==> src/rtl/core/sqs_pkg.sv <==
`timescale 1ns / 1ps
package sqs_pkg;

    localparam int POS_FRAC_BITS = 8;
    localparam int UV_FRAC_BITS  = 16;
    localparam int ANGLE_BITS    = 16;

    localparam int ANG_RS = (ANGLE_BITS > 16) ? (ANGLE_BITS - 16) : 0;
    localparam int ANG_LS = (ANGLE_BITS < 16) ? (16 - ANGLE_BITS) : 0;

    // UV datapath
    localparam int UV_W      = UV_FRAC_BITS + 1;
    localparam int NUM_W     = 17 + UV_FRAC_BITS + 1;
    localparam int DIV_CNT_W = $clog2(UV_W + 1);
    localparam logic [UV_W-1:0] UV_ONE = UV_W'(1) << UV_FRAC_BITS;

    // position datapath widths
    localparam int CX_W  = 16 + POS_FRAC_BITS;
    localparam int D_W   = CX_W + 2;
    localparam int M_W   = D_W + 16;
    localparam int DX_W  = M_W - 8;
    localparam int PR_W  = DX_W + 17;
    localparam int SUM_W = PR_W + 2;

    localparam int POS_MAX = 8388607;
    localparam int POS_MIN = -8388608;

    localparam int FIFO_DEPTH = 2;
    localparam int FIFO_IDX_W = $clog2(FIFO_DEPTH);
    localparam int FIFO_CNT_W = $clog2(FIFO_DEPTH + 1);

    typedef enum logic [1:0] {
        CFG_TEX_W     = 2'd0,
        CFG_TEX_H     = 2'd1,
        CFG_ORIGIN_BL = 2'd2
    } t_cfg_idx;

    typedef struct packed {
        logic [UV_W-1:0]     u0;
        logic [UV_W-1:0]     u1;
        logic [UV_W-1:0]     v0;
        logic [UV_W-1:0]     v1;
        logic [15:0]         w;
        logic [15:0]         h;
        logic signed [23:0]  px;
        logic signed [23:0]  py;
        logic signed [23:0]  ox;
        logic signed [23:0]  oy;
        logic signed [15:0]  scx;
        logic signed [15:0]  scy;
        logic signed [16:0]  sn;
        logic signed [16:0]  cs;
        logic [31:0]         color;
    } t_job;

    // bring the angle to 16 bits of a turn
    function automatic logic [15:0] ang_norm(input logic [15:0] a);
        logic [31:0] v;
        v = 32'(a) & ((32'(1) << ANGLE_BITS) - 32'(1));
        v = (v >> ANG_RS) << ANG_LS;
        return v[15:0];
    endfunction

    // quadrant-folded polynomial argument, Q16 over a quarter turn
    function automatic logic [16:0] trig_t(input logic [15:0] a);
        logic [14:0] r;
        r = {1'b0, a[13:0]};
        if (a[14]) begin
            r = 15'h4000 - r;
        end
        return {r, 2'b00};
    endfunction

    function automatic logic [NUM_W-1:0] uv_num(input logic [16:0] c, input logic [14:0] sz);
        return (NUM_W'(c) << UV_FRAC_BITS) + NUM_W'(sz >> 1);
    endfunction

    function automatic logic signed [23:0] sat_pos(input logic signed [SUM_W-1:0] v);
        if (v > SUM_W'(POS_MAX)) begin
            return 24'(POS_MAX);
        end else if (v < SUM_W'(POS_MIN)) begin
            return 24'(POS_MIN);
        end
        return v[23:0];
    endfunction

endpackage

==> src/rtl/core/sqs_in_if.sv <==
`timescale 1ns / 1ps
interface sqs_in_if;
    logic        valid;
    logic        ready;
    logic        has_source_rect;
    logic [31:0] src_xy;
    logic [31:0] src_wh;
    logic [47:0] position_xy;
    logic [47:0] origin_xy;
    logic [31:0] scale_xy;
    logic [15:0] angle;
    logic [1:0]  effects;
    logic [31:0] color;

    modport source (
        output valid, has_source_rect, src_xy, src_wh, position_xy, origin_xy,
               scale_xy, angle, effects, color,
        input  ready
    );
    modport sink (
        input  valid, has_source_rect, src_xy, src_wh, position_xy, origin_xy,
               scale_xy, angle, effects, color,
        output ready
    );
endinterface

==> src/rtl/core/sqs_div.sv <==
`timescale 1ns / 1ps
module sqs_div import sqs_pkg::*; (
    input  logic             i_clk,
    input  logic             i_rst_n,
    input  logic             i_start,
    input  logic [NUM_W-1:0] i_num,
    input  logic [14:0]      i_den,
    output logic             o_busy,
    output logic [UV_W-1:0]  o_q
);

    logic                 r_busy;
    logic [15:0]          r_rem;
    logic [UV_W-1:0]      r_lo;
    logic [UV_W-1:0]      r_q;
    logic [14:0]          r_den;
    logic [DIV_CNT_W-1:0] r_cnt;

    logic [NUM_W-1:0] thr;
    logic [16:0]      rem2;
    logic             qbit;
    logic [16:0]      rem_nx;

    // quotient above one iff num >= (one + 1) * den
    assign thr = (NUM_W'(i_den) << UV_FRAC_BITS) + NUM_W'(i_den);

    always_comb begin
        rem2   = {r_rem, r_lo[UV_W-1]};
        qbit   = (rem2 >= {2'b00, r_den});
        rem_nx = qbit ? (rem2 - {2'b00, r_den}) : rem2;
    end

    always_ff @(posedge i_clk) begin
        if (!i_rst_n) begin
            r_busy <= 1'b0;
            r_cnt  <= '0;
        end else if (i_start) begin
            r_den <= i_den;
            if (i_num >= thr) begin
                r_q    <= UV_ONE;
                r_busy <= 1'b0;
            end else begin
                r_rem  <= 16'(i_num >> UV_W);
                r_lo   <= i_num[UV_W-1:0];
                r_cnt  <= DIV_CNT_W'(UV_W);
                r_busy <= 1'b1;
            end
        end else if (r_busy) begin
            r_rem  <= rem_nx[15:0];
            r_lo   <= r_lo << 1;
            r_q    <= {r_q[UV_W-2:0], qbit};
            r_cnt  <= r_cnt - DIV_CNT_W'(1);
            r_busy <= (r_cnt != DIV_CNT_W'(1));
        end
    end

    assign o_busy = r_busy;
    assign o_q    = r_q;

endmodule

==> src/rtl/core/sqs_front.sv <==
`timescale 1ns / 1ps
module sqs_front import sqs_pkg::*; (
    input  logic      i_clk,
    input  logic      i_rst_n,
    input  logic [14:0] i_tex_w,
    input  logic [14:0] i_tex_h,
    input  logic      i_origin_bl,
    sqs_in_if.sink    i_sprite,
    input  logic      i_q_full,
    output logic      o_push,
    output t_job      o_job
);

    typedef enum logic [4:0] {
        S_IDLE  = 5'b00001,
        S_X2    = 5'b00010,
        S_INNER = 5'b00100,
        S_POLY  = 5'b01000,
        S_FIN   = 5'b10000
    } t_state;

    t_state r_state;
    t_job   r_job;
    logic   r_rect;
    logic [1:0]  r_eff;
    logic [16:0] r_ts, r_tc;
    logic        r_negs, r_negc;
    logic [16:0] r_x2s, r_x2c;
    logic [15:0] r_ins, r_inc;
    logic [16:0] r_ps, r_pc;

    logic        acc;
    logic [14:0] tw_eff, th_eff;
    logic [15:0] as, ac;
    logic [16:0] sx, sy, sxw, syh;
    logic [NUM_W-1:0] nums [4];
    logic [3:0]       div_busy;
    logic [UV_W-1:0]  div_q [4];

    logic [33:0] sq_s, sq_c;
    logic [29:0] m_s, m_c;
    logic [32:0] pp_s, pp_c;
    logic [33:0] fs, fc;
    logic [17:0] rs, rc;
    logic [UV_W-1:0] u0, u1, v0, v1;

    assign tw_eff = (i_tex_w == 15'd0) ? 15'd1 : i_tex_w;
    assign th_eff = (i_tex_h == 15'd0) ? 15'd1 : i_tex_h;

    assign o_push         = (r_state == S_FIN) && (div_busy == 4'b0000) && !i_q_full;
    assign i_sprite.ready = (r_state == S_IDLE) || o_push;
    assign acc            = i_sprite.valid && i_sprite.ready;

    assign as  = ang_norm(i_sprite.angle);
    assign ac  = as + 16'h4000;
    assign sx  = {1'b0, i_sprite.src_xy[15:0]};
    assign sy  = {1'b0, i_sprite.src_xy[31:16]};
    assign sxw = sx + {1'b0, i_sprite.src_wh[15:0]};
    assign syh = sy + {1'b0, i_sprite.src_wh[31:16]};

    assign nums[0] = uv_num(sx, tw_eff);
    assign nums[1] = uv_num(sxw, tw_eff);
    assign nums[2] = uv_num(sy, th_eff);
    assign nums[3] = uv_num(syh, th_eff);

    for (genvar g = 0; g < 4; g++) begin : g_div
        sqs_div u_div (
            .i_clk   (i_clk),
            .i_rst_n (i_rst_n),
            .i_start (acc && i_sprite.has_source_rect),
            .i_num   (nums[g]),
            .i_den   ((g < 2) ? tw_eff : th_eff),
            .o_busy  (div_busy[g]),
            .o_q     (div_q[g])
        );
    end

    // sine polynomial steps, sine and cosine side by side
    always_comb begin
        sq_s = 34'(r_ts) * 34'(r_ts);
        sq_c = 34'(r_tc) * 34'(r_tc);
        m_s  = 30'(13'd4640) * 30'(r_x2s);
        m_c  = 30'(13'd4640) * 30'(r_x2c);
        pp_s = 33'(r_x2s) * 33'(r_ins);
        pp_c = 33'(r_x2c) * 33'(r_inc);
        fs   = 34'(r_ts) * 34'(r_ps);
        fc   = 34'(r_tc) * 34'(r_pc);
        rs   = (fs[33:16] + 18'd2) >> 2;
        rc   = (fc[33:16] + 18'd2) >> 2;
    end

    always_comb begin
        u0 = r_rect ? div_q[0] : r_job.u0;
        u1 = r_rect ? div_q[1] : r_job.u1;
        v0 = r_rect ? div_q[2] : r_job.v0;
        v1 = r_rect ? div_q[3] : r_job.v1;
        o_job = r_job;
        o_job.u0 = r_eff[0] ? u1 : u0;
        o_job.u1 = r_eff[0] ? u0 : u1;
        o_job.v0 = r_eff[1] ? v1 : v0;
        o_job.v1 = r_eff[1] ? v0 : v1;
        o_job.sn = r_negs ? -$signed(rs[16:0]) : $signed(rs[16:0]);
        o_job.cs = r_negc ? -$signed(rc[16:0]) : $signed(rc[16:0]);
    end

    always_ff @(posedge i_clk) begin
        if (!i_rst_n) begin
            r_state <= S_IDLE;
        end else begin
            unique case (r_state)
                S_IDLE:  if (acc) r_state <= S_X2;
                S_X2:    r_state <= S_INNER;
                S_INNER: r_state <= S_POLY;
                S_POLY:  r_state <= S_FIN;
                S_FIN: begin
                    if (o_push) begin
                        r_state <= acc ? S_X2 : S_IDLE;
                    end
                end
                default: r_state <= S_IDLE;
            endcase
        end
    end

    always_ff @(posedge i_clk) begin
        if (acc) begin
            r_rect     <= i_sprite.has_source_rect;
            r_eff      <= i_sprite.effects;
            r_job.w    <= i_sprite.has_source_rect ? i_sprite.src_wh[15:0] : {1'b0, tw_eff};
            r_job.h    <= i_sprite.has_source_rect ? i_sprite.src_wh[31:16] : {1'b0, th_eff};
            r_job.u0   <= '0;
            r_job.u1   <= UV_ONE;
            r_job.v0   <= i_origin_bl ? UV_ONE : '0;
            r_job.v1   <= i_origin_bl ? '0 : UV_ONE;
            r_job.px   <= i_sprite.position_xy[23:0];
            r_job.py   <= i_sprite.position_xy[47:24];
            r_job.ox   <= i_sprite.origin_xy[23:0];
            r_job.oy   <= i_sprite.origin_xy[47:24];
            r_job.scx  <= i_sprite.scale_xy[15:0];
            r_job.scy  <= i_sprite.scale_xy[31:16];
            r_job.sn   <= '0;
            r_job.cs   <= '0;
            r_job.color <= i_sprite.color;
            r_ts       <= trig_t(as);
            r_tc       <= trig_t(ac);
            r_negs     <= as[15];
            r_negc     <= ac[15];
        end
        r_x2s <= sq_s[32:16];
        r_x2c <= sq_c[32:16];
        r_ins <= 16'd42048 - 16'(m_s[29:16]);
        r_inc <= 16'd42048 - 16'(m_c[29:16]);
        r_ps  <= 17'd102944 - pp_s[32:16];
        r_pc  <= 17'd102944 - pp_c[32:16];
    end

endmodule

==> src/flat_wrapper.sv <==
// flat-port wrapper written by rule: the top's interface ports become plain ports
module sqs_front_flat import sqs_pkg::*;
  (i_clk, i_rst_n, i_tex_w, i_tex_h, i_origin_bl, i_q_full, o_push, o_job, i_sprite_valid, i_sprite_has_source_rect, i_sprite_src_xy, i_sprite_src_wh, i_sprite_position_xy, i_sprite_origin_xy, i_sprite_scale_xy, i_sprite_angle, i_sprite_effects, i_sprite_color, i_sprite_ready);
  sqs_in_if i_sprite_i ();
  input  logic i_clk;
  input  logic i_rst_n;
  input  logic [14:0] i_tex_w;
  input  logic [14:0] i_tex_h;
  input  logic i_origin_bl;
  input  logic i_q_full;
  output logic o_push;
  output t_job o_job;
  input wire logic [$bits(i_sprite_i.valid)-1:0] i_sprite_valid;
  input wire logic [$bits(i_sprite_i.has_source_rect)-1:0] i_sprite_has_source_rect;
  input wire logic [$bits(i_sprite_i.src_xy)-1:0] i_sprite_src_xy;
  input wire logic [$bits(i_sprite_i.src_wh)-1:0] i_sprite_src_wh;
  input wire logic [$bits(i_sprite_i.position_xy)-1:0] i_sprite_position_xy;
  input wire logic [$bits(i_sprite_i.origin_xy)-1:0] i_sprite_origin_xy;
  input wire logic [$bits(i_sprite_i.scale_xy)-1:0] i_sprite_scale_xy;
  input wire logic [$bits(i_sprite_i.angle)-1:0] i_sprite_angle;
  input wire logic [$bits(i_sprite_i.effects)-1:0] i_sprite_effects;
  input wire logic [$bits(i_sprite_i.color)-1:0] i_sprite_color;
  output wire logic [$bits(i_sprite_i.ready)-1:0] i_sprite_ready;
  assign i_sprite_i.valid = i_sprite_valid;
  assign i_sprite_i.has_source_rect = i_sprite_has_source_rect;
  assign i_sprite_i.src_xy = i_sprite_src_xy;
  assign i_sprite_i.src_wh = i_sprite_src_wh;
  assign i_sprite_i.position_xy = i_sprite_position_xy;
  assign i_sprite_i.origin_xy = i_sprite_origin_xy;
  assign i_sprite_i.scale_xy = i_sprite_scale_xy;
  assign i_sprite_i.angle = i_sprite_angle;
  assign i_sprite_i.effects = i_sprite_effects;
  assign i_sprite_i.color = i_sprite_color;
  assign i_sprite_ready = i_sprite_i.ready;
  sqs_front u_core (.i_clk(i_clk), .i_rst_n(i_rst_n), .i_tex_w(i_tex_w), .i_tex_h(i_tex_h), .i_origin_bl(i_origin_bl), .i_sprite(i_sprite_i), .i_q_full(i_q_full), .o_push(o_push), .o_job(o_job));
endmodule
==> config.mk <==
export PLATFORM = sky130hd
export DESIGN_NAME = sqs_front_flat
export DESIGN_NICKNAME = d
export VERILOG_FILES = /design/src/rtl/core/sqs_pkg.sv /design/src/rtl/core/sqs_in_if.sv /design/src/rtl/core/sqs_div.sv /design/src/rtl/core/sqs_front.sv /design/src/flat_wrapper.sv
export SDC_FILE = /design/constraint.sdc
export NUM_CORES = 2
export LEC_CHECK = 0
export ABC_AREA = 1
export BUFFER_PORTS_ARGS = -buffer_cell sky130_fd_sc_hd__buf_2
export CAP_MARGIN = 20
export CORE_MARGIN = 3
export CORE_UTILIZATION = 55
export DETAILED_ROUTE_END_ITERATION = 16
export PLACE_DENSITY = 0.74
export RECOVER_POWER = 50
export SLEW_MARGIN = 20
export SYNTH_ARGS = -nofsm -noshare
export SYNTH_HDL_FRONTEND = slang
export SYNTH_SLANG_ARGS = --single-unit
==> constraint.sdc <==
create_clock -name i_clk -period 12.4 [get_ports i_clk]
set_input_delay 1.24 -clock i_clk [delete_from_list [all_inputs] [get_ports i_clk]]
set_output_delay 1.24 -clock i_clk [all_outputs]
set_load 0.05 [all_outputs]
# Word-level counts from Yosys, hierarchy flattened
# Index checks and enable logic that the tools add are counted.
# Widths: inputs -> output; s select.
[totals]
ff_bits = 620
inputBits = 278
output_inout_bits = 296
wordCells = 225
[classes]
addsub = 27
n_mul = 8
magnitude_cmp = 8
n_eq_ne = 19
muxes = 86
reduce_logical = 27
[ops]
columns = ["cell", "n"]
rows = [
  ["$mux 17", 36],
  ["$mux 16", 16],
  ["$mux 5", 14],
  ["$add 33x14->34", 2],
  ["$ge 17x15->1", 4],
  ["$ge 34x32->1", 2],
  ["$ge 34x34->1", 2],
  ["$add 32x14->33", 2],
  ["$mul 17x16->33", 2],
  ["$add 31x15->32", 2],
  ["$mul 15x17->32", 2],
  ["$sub 16x15->16", 4],
  ["$mux 15", 4],
  ["$mul 15x15->29", 2],
  ["$mul 8x17->25 const A", 2],
  ["$add 18x2->18 const B", 2],
  ["$add 16x16->17", 2],
  ["$neg 16->17", 2],
  ["$sub 17x17->17 const A", 2],
  ["$sub 16x14->16 const A", 2],
  ["$logic_not 15->1", 2],
  ["$sub 15x14->15 const A", 2],
  ["$mux 14", 2],
  ["$pmux 5 s5", 1],
  ["other kinds (19)", 62],
]

# Logic depth before layout (Yosys ltp)
[logic_depth]
depth_word = 8
depth_mapped = 42
mapped_depth_nobuf = 40

# By module
# Synthesis repeated with hierarchy kept, for this count alone.
[unflattened]
cells_unflattened = 11098
hier_area_um2 = 87734.1
[modules_own_cells]
columns = ["module", "n_inst", "cells_each", "area_per_inst_um2"]
rows = [
  ["sqs_front", 1, 8846, 68715.9],
  ["sqs_div", 4, 563, 4754.6],
]

# Worst setup path before layout
# OpenSTA, ideal clock, no wires.
[synth_path]
kind = "input to register"
from = "input i_q_full"
to = "register u_core.g_div[0].u_div.r_lo[0], enable pin"
setup_ns = 0.425
arrival_time_ns = 9.968
required_ns = 11.975
slack_ns = 2.008
cell_stages = 13
n_path_buf = 1
path_cell_list = "nor3_1 -> and3_1 -> inv_1 -> o21ai_0 -> nand2_1 -> inv_1 -> nand2_1 -> inv_1 -> buf_2 -> nand4_1 -> inv_1 -> nor2_1 -> nor2_1"
[synth_between]
elab_chain_cells = 7
[synth_rtl]
columns = ["element", "line_no", "rtl"]
rows = [
  ["from (decl)", "flat_wrapper.sv:10", "input logic i_q_full;"],
  ["$logic_not 1->1 *", "sqs_front.sv:50", "assign o_push = (r_state == S_FIN) && (div_busy == 4'b0000) && !i_q_full;"],
  ["$logic_and 1x1->1 *", "sqs_front.sv:50", ""],
  ["$logic_or 1x1->1 *", "sqs_front.sv:51", "assign i_sprite.ready = (r_state == S_IDLE) || o_push;"],
  ["named net i_sprite_ready", "flat_wrapper.sv:23", "output wire logic [$bits(i_sprite_i.ready)-1:0] i_sprite_ready;"],
  ["$logic_and 1x1->1 *", "sqs_front.sv:52", "assign acc = i_sprite.valid && i_sprite.ready;"],
  ["named net u_core.acc", "sqs_front.sv:32", "logic acc;"],
  ["$logic_and 1x1->1 *", "sqs_front.sv:70", ".i_start (acc && i_sprite.has_source_rect),"],
  ["$ne 2x2->1 (no line) or $reduce_bool 2->1 (tied branches)", "-", ""],
  ["$reduce_and 3->1 (no line) *", "-", ""],
  ["to (signal assigned)", "sqs_div.sv:44", "r_lo <= i_num[UV_W-1:0];"],
  ["to (signal assigned)", "sqs_div.sv:50", "r_lo <= r_lo << 1;"],
  ["to (decl)", "sqs_div.sv:14", "logic [UV_W-1:0] r_lo;"],
]
# The timed path passes the listed nets; every way through them passes the cells marked *.
# A chain may end at the register's enable or synchronous reset.

==> impl_metrics.csv <==
group,metric,value,unit
floorplanning,core,151000,um2
placed_design,post_dp_cell_area,87000,um2
job,cap_violations,5,
sta,clock_skew,0.0269,ns
sta,hold_viol,0,
sta,maxSlewHeadroom,-1.31,
finish,final_core_util,0.592,
clock_tree,clockRootBuffer,"clkbuf_16",
finish,area_growth,6.31,%
synthesis,synth_commonest_cells,"nand2_1, inv_1, fa_1, ha_1, edfxtp_1",
sta,slew_viol_final,266,
drt,m1WireLength,81900,um
sta,rsz0062_at_grt,"no",
synthesis,ys_warn_count,0,
drt,wl_met3,14700,um
clock_tree,cts_buffers,72,
sta,setup_ws,3.19,ns
global_route,grt_overflow,0,
synthesis,yosys.area_share.adder,0.392,
critical_path,arrival,7.97,ns
critical_path,ff2ff_setup_slack,4.03,ns
synthesis,yosys.area.top_type,"fa_1",
drt,wl_per_cell,16.9,um
synthesis,synth_xor_area_frac,0.0282,
drt,wirelength,215000,um
drt,wl_met2,108000,um
sta,finalSetupViolCount,0,
synthesis,yosys.area_share.simple,0.175,
critical_path,path_common_cell,"nand2_1",
synthesis,synth_top_area_share,0.262,
placed_design,dpl.hpwl,170000,um
synthesis,synth_mux_area_frac,0.000239,
synthesis,avgSynthCellArea,7.98,um2
finish,num-nets-final,12900,
clock_tree,insertion_delay,0.71,ns
drt,drc_errors,0,
synthesis,synth_top_family_by_area,"adder cells",
drt,drtAntennaViolNets,0,
hold_path,whs_path_depth,2,
floorplanning,die_h,397,um
synthesis,synth-seq-cells,587,
floorplanning,rows,142,
floorplanning,design.die.area,157000,um2
finish,drive_above_1_share,0.0590,
clock_tree,cts.repair.resized,0,
synthesis,ys_types,60,
synthesis,synth_compound_area_frac,0.0600,
drt,top_layer,"met5",
synthesis,yosysMostFrequentCell,"nand2_1",
floorplanning,die_w,397,um
global_route,grt_pass1_wl,354000,um
critical_path,reg2regPathDepth,16,
synthesis,netlist_area,83900,um2
global_route,antenna_found_initial,13,
critical_path,worstSetupStartpointType,"register",
sta,max_clock_freq,109,MHz
placed_design,gp_congestion,0.921,
critical_path,slowest_delay,0.66,ns
floorplanning,initial_core_util,0.557,
critical_path,crit_path_end_kind,"output pin",
synthesis,ys_async_sr_fraction,0,
clock_tree,clk_pin_slew,0.06,ns
critical_path,cp_slowest_cell,"edfxtp_1",
critical_path,timing.rr.end,"u_core.g_div[3].u_div.r_rem[2]",
synthesis,synth_area_leaders,"fa_1, edfxtp_1, ha_1",
finish,stdcell_area,89200,um2
sta,fin_crit,9.21,ns
synthesis,ys.flop_type,"edfxtp_1",
global_route,grt_pass1_vias,70700,
outcome,violations,"max-capacitance violations, max-slew violations",
critical_path,cp_max_fo,18,
drt,via_count,67100,
hold_path,hold_end,"u_core.g_div[2].u_div.r_cnt[4]",
drt,vias_per_cell,5.26,
clock_tree,cts_tree,"done",
drt,firstDrtPassIters,6,
clock_tree,cts.sinks,587,
critical_path,r2r_start,"u_core.g_div[3].u_div.o_busy",
synthesis,seq_area_frac_synth,0.195,
critical_path,path_class,"register to output pin",
hold_path,hp-start,"u_core.g_div[2].u_div.r_cnt[4]",
global_route,track_usage,0.278,
outcome,outcome,"complete, but fails checks",
synthesis,netlist_instances,10500,
clock_tree,clk_path_buf_depth,3,
global_route,grt_max_degree,103,
drt,first_iter_violations,4238,
placed_design,port_buffers,573,
sta,min_period_over_period,0.743,
critical_path,crit_required,11.16,ns
placed_design,dp_slack,3.95,ns
synthesis,synth_enable_flop_cells,458,
clock_tree,cts_setup_buffers,0,
hold_path,hold_path.class,"register to register",
sta,tightest_slew,3.47,ns
synthesis,synth_nets,12800,
clock_tree,hold_buffers,0,
floorplanning,ios,574,
sta,finalSetupTns,0,ns
clock_tree,htree_levels,3,
## area by class of cell
class	count	area (um2)
diodes	7	17.5
clock buffers	94	1980
clock inverters	40	450
fillers	13600	61500
inverters	2581	9690
multi-input cells	6791	55100
flip-flops and latches	587	16300
well taps	2016	2520
repair buffers	647	3120
## worst max-delay path by stage
stage	start	to	slack [ns]	cells after the start
finish	u_core.r_tc[13]	o_job[47]	3.19	32
detailed placement	u_core.r_ts[2]	o_job[64]	3.95	32
CTS	u_core.r_ts[2]	o_job[64]	3.18	31
floorplan	i_q_full	u_core.g_div[0].u_div.r_lo[0]	2.01	13
global route	u_core.r_tc[13]	o_job[47]	2.50	34
global placement	u_core.r_ts[2]	o_job[46]	4.03	31
## kinds of logic (layout without fill, tap and decap cells)
family,after synthesis,count (layout)
muxes,2,2
buffers and inverters,3139,3362
AOI/OAI and AO/OA,930,930
and+or+nand+nor,3621,3621
other,0,7
xor gates and xnor gates,267,267
adders and majority gates,1971,1971
DFF,587,587
## metrics by stage
stage	hold slack, ns	std cells
2_1_floorplan	0.440	10500
3_3_place_gp	0.450	12600
3_5_place_dp	0.455	12600
4_1_cts	0.464	12800
5_1_grt	0.487	12800
6_report	0.463	12800
## per-layer routing
layer | vias up | GRT usage
met4 | 6 | 0.128
met1 | 32300 | 0.326
met2 | 2406 | 0.502
li1 | 31900 | -
met5 | - | 0
met3 | 527 | 0.0394
## worst max-delay path, delay by kind of cell, from the launching register on
family / cells / cell delay, ns
AO/OA/AOI/OAI: 1 / 0.21
adder cells (fa/ha/maj): 7 / 3.49
buffers and inverters: 8 / 0.88
flip-flops: 1 / 0.66
AND/OR/NAND/NOR: 16 / 1.98
## state kept, by name (all words and copies together) (netlist names)
signal and count:
u_core.r_job 2, u_core.r_x2c 17, u_core.r_ts 15, u_core.r_state 5, u_core.g_div.u_div.r_lo 68, u_core.g_div.u_div.r_cnt 20, u_core.g_div.u_div.o_busy 4, u_core.r_x2s 17
u_core.g_div.u_div.o_q 68, u_core.r_ins 16, u_core.r_tc 14, u_core.r_negc 1, u_core.r_pc 17, u_core.o_job 192, u_core.r_rect 1, u_core.r_eff 2
u_core.g_div.u_div.r_den 30, u_core.g_div.u_div.r_rem 64, u_core.r_inc 16, u_core.r_ps 17, u_core.r_negs 1
## layout by cell type (no fill, tap or decap), types with 13 or more instances in the layout
cell and count:
nor3_1 62, a21o_1 15, o21a_1 14, xnor2_1 95
o21ai_1 35, nand3b_1 20, nand4_1 69, dfxtp_1 129
nor4_1 24, nor2_2 18, a21oi_1 397, edfxtp_1 458
nand2_2 32, fa_1 1096, inv_1 2568, buf_4 70
ha_1 875, nand3_1 293, xor2_1 168, clkbuf_1 252
nand2_1 2703, or2_2 22, a211oi_1 13, o21ai_0 347
buf_2 339, o211ai_1 16, o21bai_1 30, nor2_1 342
clkbuf_16 74, a31oi_1 22
Power is left out: the tool's default activity adds up to more than one toggle a clock period on the data nets, which glitch-free logic cannot reach.
