## src/rtl/core/sqs_pkg.sv

```systemverilog
`timescale 1ns / 1ps
package sqs_pkg;

    localparam int POS_FRAC_BITS = 8;
    localparam int UV_FRAC_BITS  = 16;
    localparam int ANGLE_BITS    = 16;

    localparam int ANG_RS = (ANGLE_BITS > 16) ? (ANGLE_BITS - 16) : 0;
    localparam int ANG_LS = (ANGLE_BITS < 16) ? (16 - ANGLE_BITS) : 0;

    // UV datapath
    localparam int UV_W      = UV_FRAC_BITS + 1;
    localparam int NUM_W     = 17 + UV_FRAC_BITS + 1;
    localparam int DIV_CNT_W = $clog2(UV_W + 1);
    localparam logic [UV_W-1:0] UV_ONE = UV_W'(1) << UV_FRAC_BITS;

    // position datapath widths
    localparam int CX_W  = 16 + POS_FRAC_BITS;
    localparam int D_W   = CX_W + 2;
    localparam int M_W   = D_W + 16;
    localparam int DX_W  = M_W - 8;
    localparam int PR_W  = DX_W + 17;
    localparam int SUM_W = PR_W + 2;

    localparam int POS_MAX = 8388607;
    localparam int POS_MIN = -8388608;

    localparam int FIFO_DEPTH = 2;
    localparam int FIFO_IDX_W = $clog2(FIFO_DEPTH);
    localparam int FIFO_CNT_W = $clog2(FIFO_DEPTH + 1);

    typedef enum logic [1:0] {
        CFG_TEX_W     = 2'd0,
        CFG_TEX_H     = 2'd1,
        CFG_ORIGIN_BL = 2'd2
    } t_cfg_idx;

    typedef struct packed {
        logic [UV_W-1:0]     u0;
        logic [UV_W-1:0]     u1;
        logic [UV_W-1:0]     v0;
        logic [UV_W-1:0]     v1;
        logic [15:0]         w;
        logic [15:0]         h;
        logic signed [23:0]  px;
        logic signed [23:0]  py;
        logic signed [23:0]  ox;
        logic signed [23:0]  oy;
        logic signed [15:0]  scx;
        logic signed [15:0]  scy;
        logic signed [16:0]  sn;
        logic signed [16:0]  cs;
        logic [31:0]         color;
    } t_job;

    // bring the angle to 16 bits of a turn
    function automatic logic [15:0] ang_norm(input logic [15:0] a);
        logic [31:0] v;
        v = 32'(a) & ((32'(1) << ANGLE_BITS) - 32'(1));
        v = (v >> ANG_RS) << ANG_LS;
        return v[15:0];
    endfunction

    // quadrant-folded polynomial argument, Q16 over a quarter turn
    function automatic logic [16:0] trig_t(input logic [15:0] a);
        logic [14:0] r;
        r = {1'b0, a[13:0]};
        if (a[14]) begin
            r = 15'h4000 - r;
        end
        return {r, 2'b00};
    endfunction

    function automatic logic [NUM_W-1:0] uv_num(input logic [16:0] c, input logic [14:0] sz);
        return (NUM_W'(c) << UV_FRAC_BITS) + NUM_W'(sz >> 1);
    endfunction

    function automatic logic signed [23:0] sat_pos(input logic signed [SUM_W-1:0] v);
        if (v > SUM_W'(POS_MAX)) begin
            return 24'(POS_MAX);
        end else if (v < SUM_W'(POS_MIN)) begin
            return 24'(POS_MIN);
        end
        return v[23:0];
    endfunction

endpackage

```

## src/rtl/core/sqs_fifo.sv

```systemverilog
`timescale 1ns / 1ps
module sqs_fifo import sqs_pkg::*; (
    input  logic i_clk,
    input  logic i_rst_n,
    input  logic i_push,
    input  t_job i_data,
    input  logic i_pop,
    output logic o_full,
    output logic o_valid,
    output t_job o_data
);

    t_job                  r_mem [FIFO_DEPTH];
    logic [FIFO_IDX_W-1:0] r_wp, r_rp;
    logic [FIFO_CNT_W-1:0] r_count;

    assign o_full  = (r_count == FIFO_CNT_W'(FIFO_DEPTH));
    assign o_valid = (r_count != '0);
    assign o_data  = r_mem[r_rp];

    always_ff @(posedge i_clk) begin
        if (!i_rst_n) begin
            r_wp    <= '0;
            r_rp    <= '0;
            r_count <= '0;
        end else begin
            if (i_push) begin
                r_wp <= r_wp + FIFO_IDX_W'(1);
            end
            if (i_pop) begin
                r_rp <= r_rp + FIFO_IDX_W'(1);
            end
            if (i_push && !i_pop) begin
                r_count <= r_count + FIFO_CNT_W'(1);
            end else if (i_pop && !i_push) begin
                r_count <= r_count - FIFO_CNT_W'(1);
            end
        end
    end

    always_ff @(posedge i_clk) begin
        if (i_push) begin
            r_mem[r_wp] <= i_data;
        end
    end

    a_count_bound: assert property (@(posedge i_clk) disable iff (!i_rst_n)
        r_count <= FIFO_CNT_W'(FIFO_DEPTH))
        else $error("queue count out of range");

    a_no_overflow: assert property (@(posedge i_clk) disable iff (!i_rst_n)
        i_push |-> (!o_full || i_pop))
        else $error("push into full queue");

    a_no_underflow: assert property (@(posedge i_clk) disable iff (!i_rst_n)
        i_pop |-> o_valid)
        else $error("pop from empty queue");

    a_pop_count: assert property (@(posedge i_clk) disable iff (!i_rst_n)
        (i_pop && !i_push) |=> (r_count == $past(r_count) - FIFO_CNT_W'(1)))
        else $error("queue count did not drop on pop");

endmodule

```

## config.mk

```make
export PLATFORM = sky130hd
export DESIGN_NAME = sqs_fifo
export DESIGN_NICKNAME = d
export VERILOG_FILES = /design/src/rtl/core/sqs_pkg.sv /design/src/rtl/core/sqs_fifo.sv
export SDC_FILE = /design/constraint.sdc
export NUM_CORES = 1
export LEC_CHECK = 0
export BUFFER_PORTS_ARGS = -buffer_cell sky130_fd_sc_hd__buf_2
export CORE_MARGIN = 5
export CORE_UTILIZATION = 30
export DETAILED_ROUTE_END_ITERATION = 16
export PLACE_DENSITY_LB_ADDON = 0.2
export SYNTH_ARGS = -nofsm -noshare
export SYNTH_HDL_FRONTEND = slang
export SYNTH_SLANG_ARGS = --single-unit
```

## constraint.sdc

```tcl
create_clock -name i_clk -period 19.2 [get_ports i_clk]
set_input_delay 3.84 -clock i_clk [delete_from_list [all_inputs] [get_ports i_clk]]
set_output_delay 3.84 -clock i_clk [all_outputs]
set_load 0.01 [all_outputs]
```

[Yosys cells after proc, flatten, opt, wreduce, memory -nomap -nowiden]
Memory sizes are Yosys's and may differ from the RTL's. A register that Yosys moved wholly into a read port is not among the register bits.
Cells that the tools add are included.
Operators by class
  add/sub/neg operators: 4
  eq/ne operators: 1
  muxes and demuxes: 6
  reductions and logical operators: 6
Operators with widths (count)
  $mux 1: 4
  $mux 2: 2
  $reduce_bool 2->1: 2
  $add 1x1->1 const B: 2
  $add 2x1->2 const B: 1
  $eq 2x2->1 const B: 1
  $logic_and 1x1->1: 2
  $logic_not 1->1: 2
  $sub 2x1->2 const B: 1
Storage, ports and cells
  register bits: 4
  memory bits (writable): 588
  memories kept: 1
Memories
  r_mem: depth 2, width 294, rd ports 1, clocked after memory_dff 1, write ports 1, line sqs_fifo.sv:13  | t_job r_mem [FIFO_DEPTH];

[Depth between registers and ports, before layout]
Gate-level depths: netlist of run 1.
  depth in word-level cells: 4
  depth in mapped cells: 5
  mapped depth without buffers: 5

[Worst setup path before layout of run 1]
OpenSTA, ideal clock, no wires.
  path kind: input to register
  from: input port i_push
  to: register r_wp
  arrival: 17454 ps
  setup slack: 1627 ps
  stages on the path: 2
  buffers on the path: 0
  cell sequence: nor2b_1 > o21a_1
RTL lines
  start, declared: line sqs_fifo.sv:5  | input logic i_push,
  end signal, assigned: line sqs_fifo.sv:28  | r_wp <= r_wp + FIFO_IDX_W'(1);
  end, declared: line sqs_fifo.sv:14  | logic [FIFO_IDX_W-1:0] r_wp, r_rp;

==> results of run 1 <==
[worst paths after layout]
kind | startpoint | to | slack, ps | cells after the start
worst max-delay path | flop | o_data[282] | 11490 | 4
worst min-delay path | r_count[1] | r_count[1] | 530 | 2
worst max register to register | r_wp | r_mem[1][119] | 15820 | 3
worst min register to register | r_count[1] | r_count[1] | 530 | 2
[cells by family (layout without fill, tap and decap cells)]
logic type | Yosys count | in the layout | share of synthesized area [%]
DFF | 593 | 593 | 78.84
muxes | 294 | 294 | 19.03
buffers and inverters | 34 | 722 | 1.617
and+or+nand+nor | 9 | 9 | 0.2500
AOI/OAI and AO/OA | 3 | 3 | 0.08889
xor gates and xnor gates | 3 | 3 | 0.1167
adders and majority gates | 1 | 1 | 0.05554
other | 0 | 9 | 0
[layout make-up]
type / count / area, µm²
Inverter: 1 / 3.754
Timing Repair Buffer: 604 / 3075
Clock inverter: 35 / 361.6
Antenna cell: 9 / 22.52
Sequential cell: 593 / 17760
Multi-Input combinational cell: 310 / 4412
Fill cell: 6882 / 45820
Tap cell: 969 / 1212
Clock buffer: 82 / 1775
[power by group through the flow]
stage,clock [mW],sequential (mW),combinational [mW]
6_report,1.23,1.52,0.333
5_1_grt,1.33,1.53,0.358
4_1_cts,1.28,1.52,0.343
3_5_place_dp,0,1.55,0.342
3_3_place_gp,0,1.55,0.339
2_1_floorplan,0,1.56,0.211
[state kept, by name (all words and copies together), names as in the netlist, named ones only]
signal and cells:
r_wp 1, r_count 2, r_mem 588, r_rp 1
[stage by stage]
step / total power [mW] / hold slack [ps] / utilization (%)
6_report: 3.086 / 528.7 / 38.45
4_1_cts: 3.141 / 534.5 / 38.42
5_1_grt: 3.216 / 562.3 / 38.44
3_5_place_dp: 1.890 / 527.7 / 35.55
3_3_place_gp: 1.885 / 494.9 / 35.55
2_1_floorplan: 1.774 / 467.8 / -
[layout by cell type (no fill, tap or decap), types with 2 or more instances in the layout]
master,count
sky130_fd_sc_hd__xor2_1,2
sky130_fd_sc_hd__diode_2,9
sky130_fd_sc_hd__mux2_4,260
sky130_fd_sc_hd__buf_4,9
sky130_fd_sc_hd__nor2b_1,2
sky130_fd_sc_hd__clkinvlp_4,2
sky130_fd_sc_hd__inv_16,2
sky130_fd_sc_hd__clkinv_2,8
sky130_fd_sc_hd__buf_12,2
sky130_fd_sc_hd__clkinv_4,2
sky130_fd_sc_hd__mux2_2,34
sky130_fd_sc_hd__clkbuf_16,69
sky130_fd_sc_hd__clkbuf_1,13
sky130_fd_sc_hd__bufinv_16,4
sky130_fd_sc_hd__clkinv_16,2
sky130_fd_sc_hd__buf_2,593
sky130_fd_sc_hd__edfxtp_1,588
sky130_fd_sc_hd__clkinv_1,13
sky130_fd_sc_hd__and2_1,3
sky130_fd_sc_hd__dfxtp_1,4
[tightest hold or removal path: stages (launching register included)]
cell and delay, ps:
sky130_fd_sc_hd__dfxtp_1 330, sky130_fd_sc_hd__o21ai_0 70, sky130_fd_sc_hd__a21boi_0 80
[routing by layer]
| layer | wire length (µm) | part of all wire (%) |
|---|---|---|
| met5 | 124 | 0.23 |
| met4 | 1307 | 2.5 |
| met3 | 4855 | 9.2 |
| met2 | 27100 | 51 |
| met1 | 19440 | 37 |
==> flow_summary.toml, run 1 <==
[placement]
post-place-cells = 2477
placedInstanceArea_um2 = 26460
dpl_worst_slack_ps = 12050
detailedPlacementHpwl_um = 36440
gp_congestion = 0.7405
portBuffers = 593

[synth]
synth-seq-cells = 593
share_of_the_synthesized_area_in_the_top_cell_type_pct = 78.40
synth.top_cells.by_count = "sky130_fd_sc_hd__edfxtp_1, sky130_fd_sc_hd__mux2_4, sky130_fd_sc_hd__mux2_2, sky130_fd_sc_hd__buf_6, sky130_fd_sc_hd__dfxtp_1"
synthMostInstantiatedCell = "sky130_fd_sc_hd__edfxtp_1"
syn-mean-instance-area_um2 = 24.04
synthesis.nets = 1236
ys_dominant_reg_cell = "sky130_fd_sc_hd__edfxtp_1"
syn_inst = 937
syn_area_um2 = 22520
post-synth-top-area-cell = "sky130_fd_sc_hd__edfxtp_1"
synth-edff-count = 588
yosys-top-cells-area = "sky130_fd_sc_hd__edfxtp_1, sky130_fd_sc_hd__mux2_4, sky130_fd_sc_hd__mux2_2, sky130_fd_sc_hd__buf_6, sky130_fd_sc_hd__dfxtp_1"
share_of_flip_flops_with_an_asynchronous_set_or_reset_after_synthesis_pct = 0
fraction_of_the_yosys_area_taken_by_sequential_cells_pct = 78.84
yosysUniqueCellTypes = 18
yosys_warnings = 0

[pwr]
power.switching_fraction_pct = 22.60
power.net_switching_uw = 697.4
comb_power_share_pct = 10.8
clock_power_share_pct = 39.9
ir_drop_mv = 0.06510
sequentialPowerShare_pct = 49.3
power_density_nw_per_um2 = 107.8
leakage_nw = 11.13
power.internal_mw = 2.388

[floorplan]
chipWidth_um = 284
rows = 100
vertical_die_dimension_um = 284
io-pin-count = 594
floorplan.die_area_um2 = 80660
design.core.area_um2 = 74450
start_util_pct = 30.25

[finish]
layoutNonFillerInstCount = 2603
finish.net_count = 1877
final_layout_size_suffix_gt1_share_pct = 61.11
fin_area_um2 = 28620
area_growth_pct = 27.09

[timing]
slew_headroom_pct = 23.35
final.setup_skew_ps = 11.83
slew_viol_final = 0
period_needed_ps = 7708
setup_tns_final_ps = 0
max_slew.worst_pin.slew_ps = 1150
final-setup-viol-count = 0
final.setup.worst_slack_ps = 11490
rsz_0062_raised_after_global_routing = "false"
maxClockFrequency_ghz = 0.1297
final_min_period_over_clock_period_pct = 40.15
timing_hold_violations_final = 0

[detailed_routing]
avgRoutedWirePerCell_um = 20.29
total_wire_length_after_detailed_routing_um = 52820
final_routed_drc_violation_total = 0
drtPass1Iterations = 7
drt.antenna.violating_nets = 0
drtIter0Drc = 573
total_vias_in_the_final_route = 11070
viasPerCell = 4.252

[worst_setup_path]
largest_delay_share_family_worst_path = "buffers and inverters"
crit_buf_inv = 3
critical_path.max_fanout = 57
cp-start-kind = "flop"
worstSetupPathType = "flop to output pin"
crit_slowest_cell = "sky130_fd_sc_hd__buf_4"
cell_chain_of_the_critical_path = "buf_4 -> buf_4 -> mux2_2 -> buf_2"
dominant_cell_type_by_count_on_the_critical_path = "sky130_fd_sc_hd__buf_4"
worst_ep_arrival_time_ps = 3870
timing.critical_path.to_type = "output pin"
timing.critical_path.required_ps = 15360
max_stage_delay_ps = 900

[grt]
global_route_wire_length_before_repair_um = 77050
grt_overflow = 0
groute.layer.met2.usage_pct = 21.83
grt_most_used_layer = "met2"
grt_antenna_before_repair = 18
number_of_global_route_vias_before_repair = 12140
global_route_met3_usage_pct = 5.390
all_layer_gr_usage_pct = 12.49
grt_max_degree = 153
fraction_of_met1_tracks_used_by_global_routing_pct = 13.56

[clocking]
clock_tree_from_tritoncts = "built"
buffer_levels_on_the_longest_clock_path = 3
cts_hold_buffers = 0
post_cts.repair.setup_buffers = 0
htreeDepth = 3
cts_sink_cnt = 593
cts_repair_resize_count = 0
clk_latency_ps = 580
cts_root_buffer = "sky130_fd_sc_hd__clkbuf_16"
cts_made_buffers = 68
cts.reportedPaths.clkPinSlew_ps = 60

[status]
status = "complete, no violations"

[job]
max_cap_violations = 0

[worst_hold_path]
timing.hold.worst.class = "flop to flop"
(Power assumes the default switching activity.)
==> run 2: changes to the inputs <==
clock period = 7.31 ns   (was 19.2 ns; I/O delays follow)
==> run 2 against run 1 <==
Utilization increased by 0.10 points. Routed wire length increased by 1.4%. First-iteration DRC count decreased by 10%. Worst hold slack got worse by 18 ps. Clock skew increased by 3.2 ps. Via count decreased by 0.61%. Count of clock-buffer cells in the layout grew 1. Sequential share of layout area shrank 0.17 points. Global-route usage grew 0.12 points. Clock power grew to 2.7 times the previous value. Critical endpoint is now o_data[6]. Largest power group unchanged.
==> flow_summary.toml, run 2 (synthesis results as in run 1) <==
[status]
status = "complete, no violations"

[timing]
maxClockFrequency_ghz = 0.2317
final.setup_skew_ps = 15.05
slew_viol_final = 0
setup_tns_final_ps = 0
final_min_period_over_clock_period_pct = 59.04
rsz_0062_raised_after_global_routing = "false"
final-setup-viol-count = 0
period_needed_ps = 4316
slew_headroom_pct = 18.80
max_slew.worst_pin.slew_ps = 1218
timing_hold_violations_final = 0

[detailed_routing]
final_routed_drc_violation_total = 0
drt.antenna.violating_nets = 0
drtIter0Drc = 514
avgRoutedWirePerCell_um = 20.57
viasPerCell = 4.225
total_vias_in_the_final_route = 11000
total_wire_length_after_detailed_routing_um = 53560
drtPass1Iterations = 4

[finish]
final_cell_mix = "sky130_fd_sc_hd__buf_2, sky130_fd_sc_hd__edfxtp_1, sky130_fd_sc_hd__mux2_4"
multi_input_area_um2 = 4412
largest_register_ff_count = 588
register_area_um2 = 17760
final_util_pct = 38.55
fillers = 6914
finish.net_count = 1874
mostFrequentLayoutCell = "sky130_fd_sc_hd__buf_2"
reg.largest.list = "r_mem x588, r_count x2"
max_flop_register = "r_mem"
final_layout_size_suffix_gt1_share_pct = 61.43
area_growth_pct = 27.43

[clocking]
clock_tree_from_tritoncts = "built"
cts_made_buffers = 68
post_cts.repair.setup_buffers = 0
cts_repair_resize_count = 0
buffer_levels_on_the_longest_clock_path = 3
cts_root_buffer = "sky130_fd_sc_hd__clkbuf_16"
cts.reportedPaths.clkPinSlew_ps = 50
cts_sink_cnt = 593
cts_hold_buffers = 0
clk_latency_ps = 570
htreeDepth = 3

[pwr]
leakage_nw = 11.17
power_density_nw_per_um2 = 284.9
power.total_mw = 8.178
ir_drop_mv = 0.2053

[worst_setup_path]
critical_path.max_fanout = 121
cp-start-kind = "flop"
worstSetupPathType = "flop to output pin"
timing.critical_path.required_ps = 5850
timing.critical_path.to_type = "output pin"
worst_ep_arrival_time_ps = 2850

[floorplan]
start_util_pct = 30.25
chipWidth_um = 284
vertical_die_dimension_um = 284
design.core.area_um2 = 74450
rows = 100
io-pin-count = 594
floorplan.die_area_um2 = 80660

[grt]
grt_max_degree = 149
grt_overflow = 0
global_route_wire_length_before_repair_um = 77150
all_layer_gr_usage_pct = 12.62
number_of_global_route_vias_before_repair = 11920
grt_antenna_before_repair = 9

[placement]
gp_congestion = 0.7625
portBuffers = 593
detailedPlacementHpwl_um = 36200

[worst_hold_path]
timing.hold.worst.class = "flop to flop"

[job]
max_cap_violations = 0
## run 2: cell count changes in the layout (fill, tap and decap cells not counted), moves of 2 or more
cell | before | now
sky130_fd_sc_hd__inv_16 | 2 | 0
sky130_fd_sc_hd__clkinv_2 | 8 | 16
sky130_fd_sc_hd__bufinv_16 | 4 | 6
sky130_fd_sc_hd__clkinv_1 | 13 | 9
sky130_fd_sc_hd__buf_4 | 9 | 2
sky130_fd_sc_hd__clkinv_16 | 2 | 0
sky130_fd_sc_hd__clkinv_8 | 0 | 3
sky130_fd_sc_hd__diode_2 | 9 | 7
sky130_fd_sc_hd__buf_12 | 2 | 6
## run 2: routing by layer
metal	share of wire [%]	vias up	GRT usage [%]	routed length, µm
met4	2.5	6	3.842	1321
met3	8.4	85	5.084	4484
met2	52	381	22.59	28110
met5	0.077	-	0	41
li1	-	5046	-	-
met1	37	5484	13.74	19600
## run 2: area by class of cell
cell class              count  share of cell area (%)
repair buffers            601                   10.81
diodes                      7                 0.06103
well taps                 969                   4.224
multi-input cells         310                   15.37
clock buffers              83                   6.273
flip-flops and latches    593                   61.88
clock inverters            40                   1.364
inverters                   1                 0.01308
## run 2: power by group
group | internal (mW) | total, mW | switching, mW
Combinational | 0.445 | 0.890 | 0.445
Sequential | 3.94 | 3.99 | 0.0526
Clock | 1.98 | 3.30 | 1.32
## run 2: stage by stage
stage / hold slack (ps) / cells / worst slack, ps / area, µm²
floorplan: 467.8 / 937 / 1008 / 22530
global placement: 483.5 / 2474 / 3633 / 26490
detailed placement: 500.9 / 2474 / 3614 / 26490
CTS: 509.6 / 2597 / 2943 / 28680
global route: 536.2 / 2599 / 2866 / 28690
finish: 510.7 / 2604 / 2994 / 28700
## run 2: worst max-delay path, cell delays in order (launching register included)
cell and delay, ps:
sky130_fd_sc_hd__dfxtp_4 750, sky130_fd_sc_hd__buf_12 680, sky130_fd_sc_hd__mux2_2 420, sky130_fd_sc_hd__buf_2 140
## run 2: path summary, 6_finish.rpt
| path | end | slack [ps] | from | cells after the start |
|---|---|---|---|---|
| worst min-delay path | r_count[1] | 510 | r_count[1] | 2 |
| worst max-delay path | o_data[6] | 2990 | flop | 3 |
| worst max register to register | r_mem[1][114] | 5470 | r_wp | 2 |
| worst min register to register | r_count[1] | 510 | r_count[1] | 2 |
==> run 3: changes to the inputs <==
ABC_AREA = 1   (was unset)
clock period = 4.2 ns   (was 7.31 ns; I/O delays follow)
==> run 3 against run 2 <==
Largest power group unchanged. Non-clock buffer count is 15 higher. Worst setup slack worse by 2000 ps. Total power is 69% higher.
==> flow_summary.toml, run 3 <==
[status]
status = "complete, no violations"

[finish]
largest_register_ff_count = 588
final_cell_mix = "sky130_fd_sc_hd__buf_2, sky130_fd_sc_hd__edfxtp_1, sky130_fd_sc_hd__mux2_4"
reg.largest.list = "r_mem x588, r_count x2"
area_growth_pct = 27.78
max_flop_register = "r_mem"
fillers = 6895
final_layout_size_suffix_gt1_share_pct = 60.87
mostFrequentLayoutCell = "sky130_fd_sc_hd__buf_2"
finish.net_count = 1901

[synth]
synthMostInstantiatedCell = "sky130_fd_sc_hd__edfxtp_1"
syn-mean-instance-area_um2 = 23.72
syn_area_um2 = 22530
syn_inst = 950
share_of_the_synthesized_area_in_the_top_cell_type_pct = 78.37
share_of_flip_flops_with_an_asynchronous_set_or_reset_after_synthesis_pct = 0
yosysUniqueCellTypes = 15
fraction_of_the_yosys_area_taken_by_sequential_cells_pct = 78.81
post-synth-top-area-cell = "sky130_fd_sc_hd__edfxtp_1"
ys_dominant_reg_cell = "sky130_fd_sc_hd__edfxtp_1"
yosys-top-cells-area = "sky130_fd_sc_hd__edfxtp_1, sky130_fd_sc_hd__mux2_4, sky130_fd_sc_hd__mux2_2, sky130_fd_sc_hd__buf_6, sky130_fd_sc_hd__dfxtp_1"
synth.top_cells.by_count = "sky130_fd_sc_hd__edfxtp_1, sky130_fd_sc_hd__mux2_4, sky130_fd_sc_hd__mux2_2, sky130_fd_sc_hd__buf_6, sky130_fd_sc_hd__nand2_1"
yosys_warnings = 0
synth-edff-count = 588
synthesis.nets = 1249
synth-seq-cells = 593

[clocking]
cts_root_buffer = "sky130_fd_sc_hd__clkbuf_16"
cts.reportedPaths.clkPinSlew_ps = 60
post_cts.repair.setup_buffers = 0
htreeDepth = 3
cts_made_buffers = 67
clk_latency_ps = 580
cts_sink_cnt = 593
cts_repair_resize_count = 0
buffer_levels_on_the_longest_clock_path = 3
cts_hold_buffers = 0
clock_tree_from_tritoncts = "built"

[detailed_routing]
final_routed_drc_violation_total = 0
drtIter0Drc = 600
avgRoutedWirePerCell_um = 20.64
total_wire_length_after_detailed_routing_um = 54320
dr_wl_met2_um = 28030
drtPass1Iterations = 6
detail_route.wirelength.met1_um = 19700
top_layer_in_use = "met5"
met3_wirelength_um = 4773
drt.antenna.violating_nets = 0
viasPerCell = 4.245
total_vias_in_the_final_route = 11170

[placement]
gp_congestion = 0.7553
detailedPlacementHpwl_um = 37810
portBuffers = 593

[worst_setup_path]
largest_delay_share_family_worst_path = "buffers and inverters"
dominant_cell_type_by_count_on_the_critical_path = "sky130_fd_sc_hd__buf_12"
crit_slowest_cell = "sky130_fd_sc_hd__dfxtp_4"
max_stage_delay_ps = 570
critical_path.max_fanout = 50
timing.critical_path.required_ps = 3360
r2r_slack_ps = 2000
worstSetupPathType = "flop to output pin"
worst_ep_arrival_time_ps = 2410
cell_chain_of_the_critical_path = "buf_12 -> buf_12 -> mux2_2 -> buf_2"
crit_buf_inv = 3
timing.critical_path.to_type = "output pin"
cp-start-kind = "flop"
worst_reg2reg_path_startpoint = "r_wp"

[grt]
number_of_global_route_vias_before_repair = 12110
grt_overflow = 0
all_layer_gr_usage_pct = 12.85
global_route_wire_length_before_repair_um = 78470
grt_antenna_before_repair = 17
grt_max_degree = 129

[floorplan]
floorplan.die_area_um2 = 80690
vertical_die_dimension_um = 284.1
io-pin-count = 594
chipWidth_um = 284.1
rows = 100
start_util_pct = 30.27
design.core.area_um2 = 74450

[timing]
period_needed_ps = 3248
setup_tns_final_ps = 0
rsz_0062_raised_after_global_routing = "false"
timing_hold_violations_final = 0
max_slew.worst_pin.slew_ps = 955.6
final_min_period_over_clock_period_pct = 77.33
final-setup-viol-count = 0
maxClockFrequency_ghz = 0.3079
slew_viol_final = 0
slew_headroom_pct = 36.29
final.setup_skew_ps = 27.84

[pwr]
ir_drop_mv = 0.4141
power.net_switching_mw = 3.081
comb_power_share_pct = 10.2
power.total_mw = 13.86
power.switching_fraction_pct = 22.23
power_density_nw_per_um2 = 481.3
leakage_nw = 11.24
power.internal_mw = 10.78
clock_power_share_pct = 39.7
sequentialPowerShare_pct = 50.1

[worst_hold_path]
timing.hold.worst.class = "input pin to flop"
hold_path_startpoint = "i_data[113]"

[job]
max_cap_violations = 0
==> run 3: final timing paths <==
check / cells past startpoint / endpoint
setup / recovery: 4 / o_data[8]
hold / removal: 1 / r_mem[0][113]
setup reg to reg: 4 / r_mem[1][90]
hold reg to reg: 2 / r_rp
==> run 3: logic make-up after synthesis <==
group | synth area share, %
buffers and inverters | 1.733
AOI/OAI and AO/OA | 0.04438
adders and majority gates | 0.05552
DFF | 78.81
muxes | 19.02
and+or+nand+nor | 0.3332
==> run 3: stage by stage <==
| stage | utilization, % | area (µm²) | worst slack, ps | hold slack [ps] | cells |
|---|---|---|---|---|---|
| 6_report | 38.67 | 28790 | 952.2 | 437.6 | 2632 |
| 5_1_grt | 38.65 | 28770 | 784.1 | 388.8 | 2625 |
| 4_1_cts | 38.63 | 28760 | 815.3 | 386.5 | 2620 |
| 3_5_place_dp | 35.86 | 26690 | 1387 | 489.9 | 2502 |
| 3_3_place_gp | 35.86 | 26690 | 1414 | 478.9 | 2502 |
| 2_1_floorplan | - | 22570 | -1479 | 463.5 | 950 |
==> run 3: per-layer routing <==
metal	vias up	GRT usage [%]
met5	-	0
li1	5109	-
met1	5557	13.82
met2	400	22.59
met4	6	4.699
met3	101	5.489
==> run 3: area by class of cell <==
type                       instances  area [µm²]  share of cell area, %
sequential                       593       17760                  61.69
clock buffer                      81        1750                  6.080
tap                              969        1212                  4.211
clock inverter                    37       316.6                  1.100
inverter                           8       46.29                 0.1608
multi-input combinational        316        4408                  15.31
antenna                           12       30.03                 0.1043
timing repair buffer             616        3266                  11.34
==> run 3: power by group through the flow <==
stage	clock network [mW]	registers [mW]	logic (mW)
detailed placement	0	7.07	1.45
CTS	5.72	6.94	1.46
global placement	0	7.05	1.44
finish	5.50	6.94	1.42
floorplan	0	7.09	0.832
global route	5.96	6.96	1.52
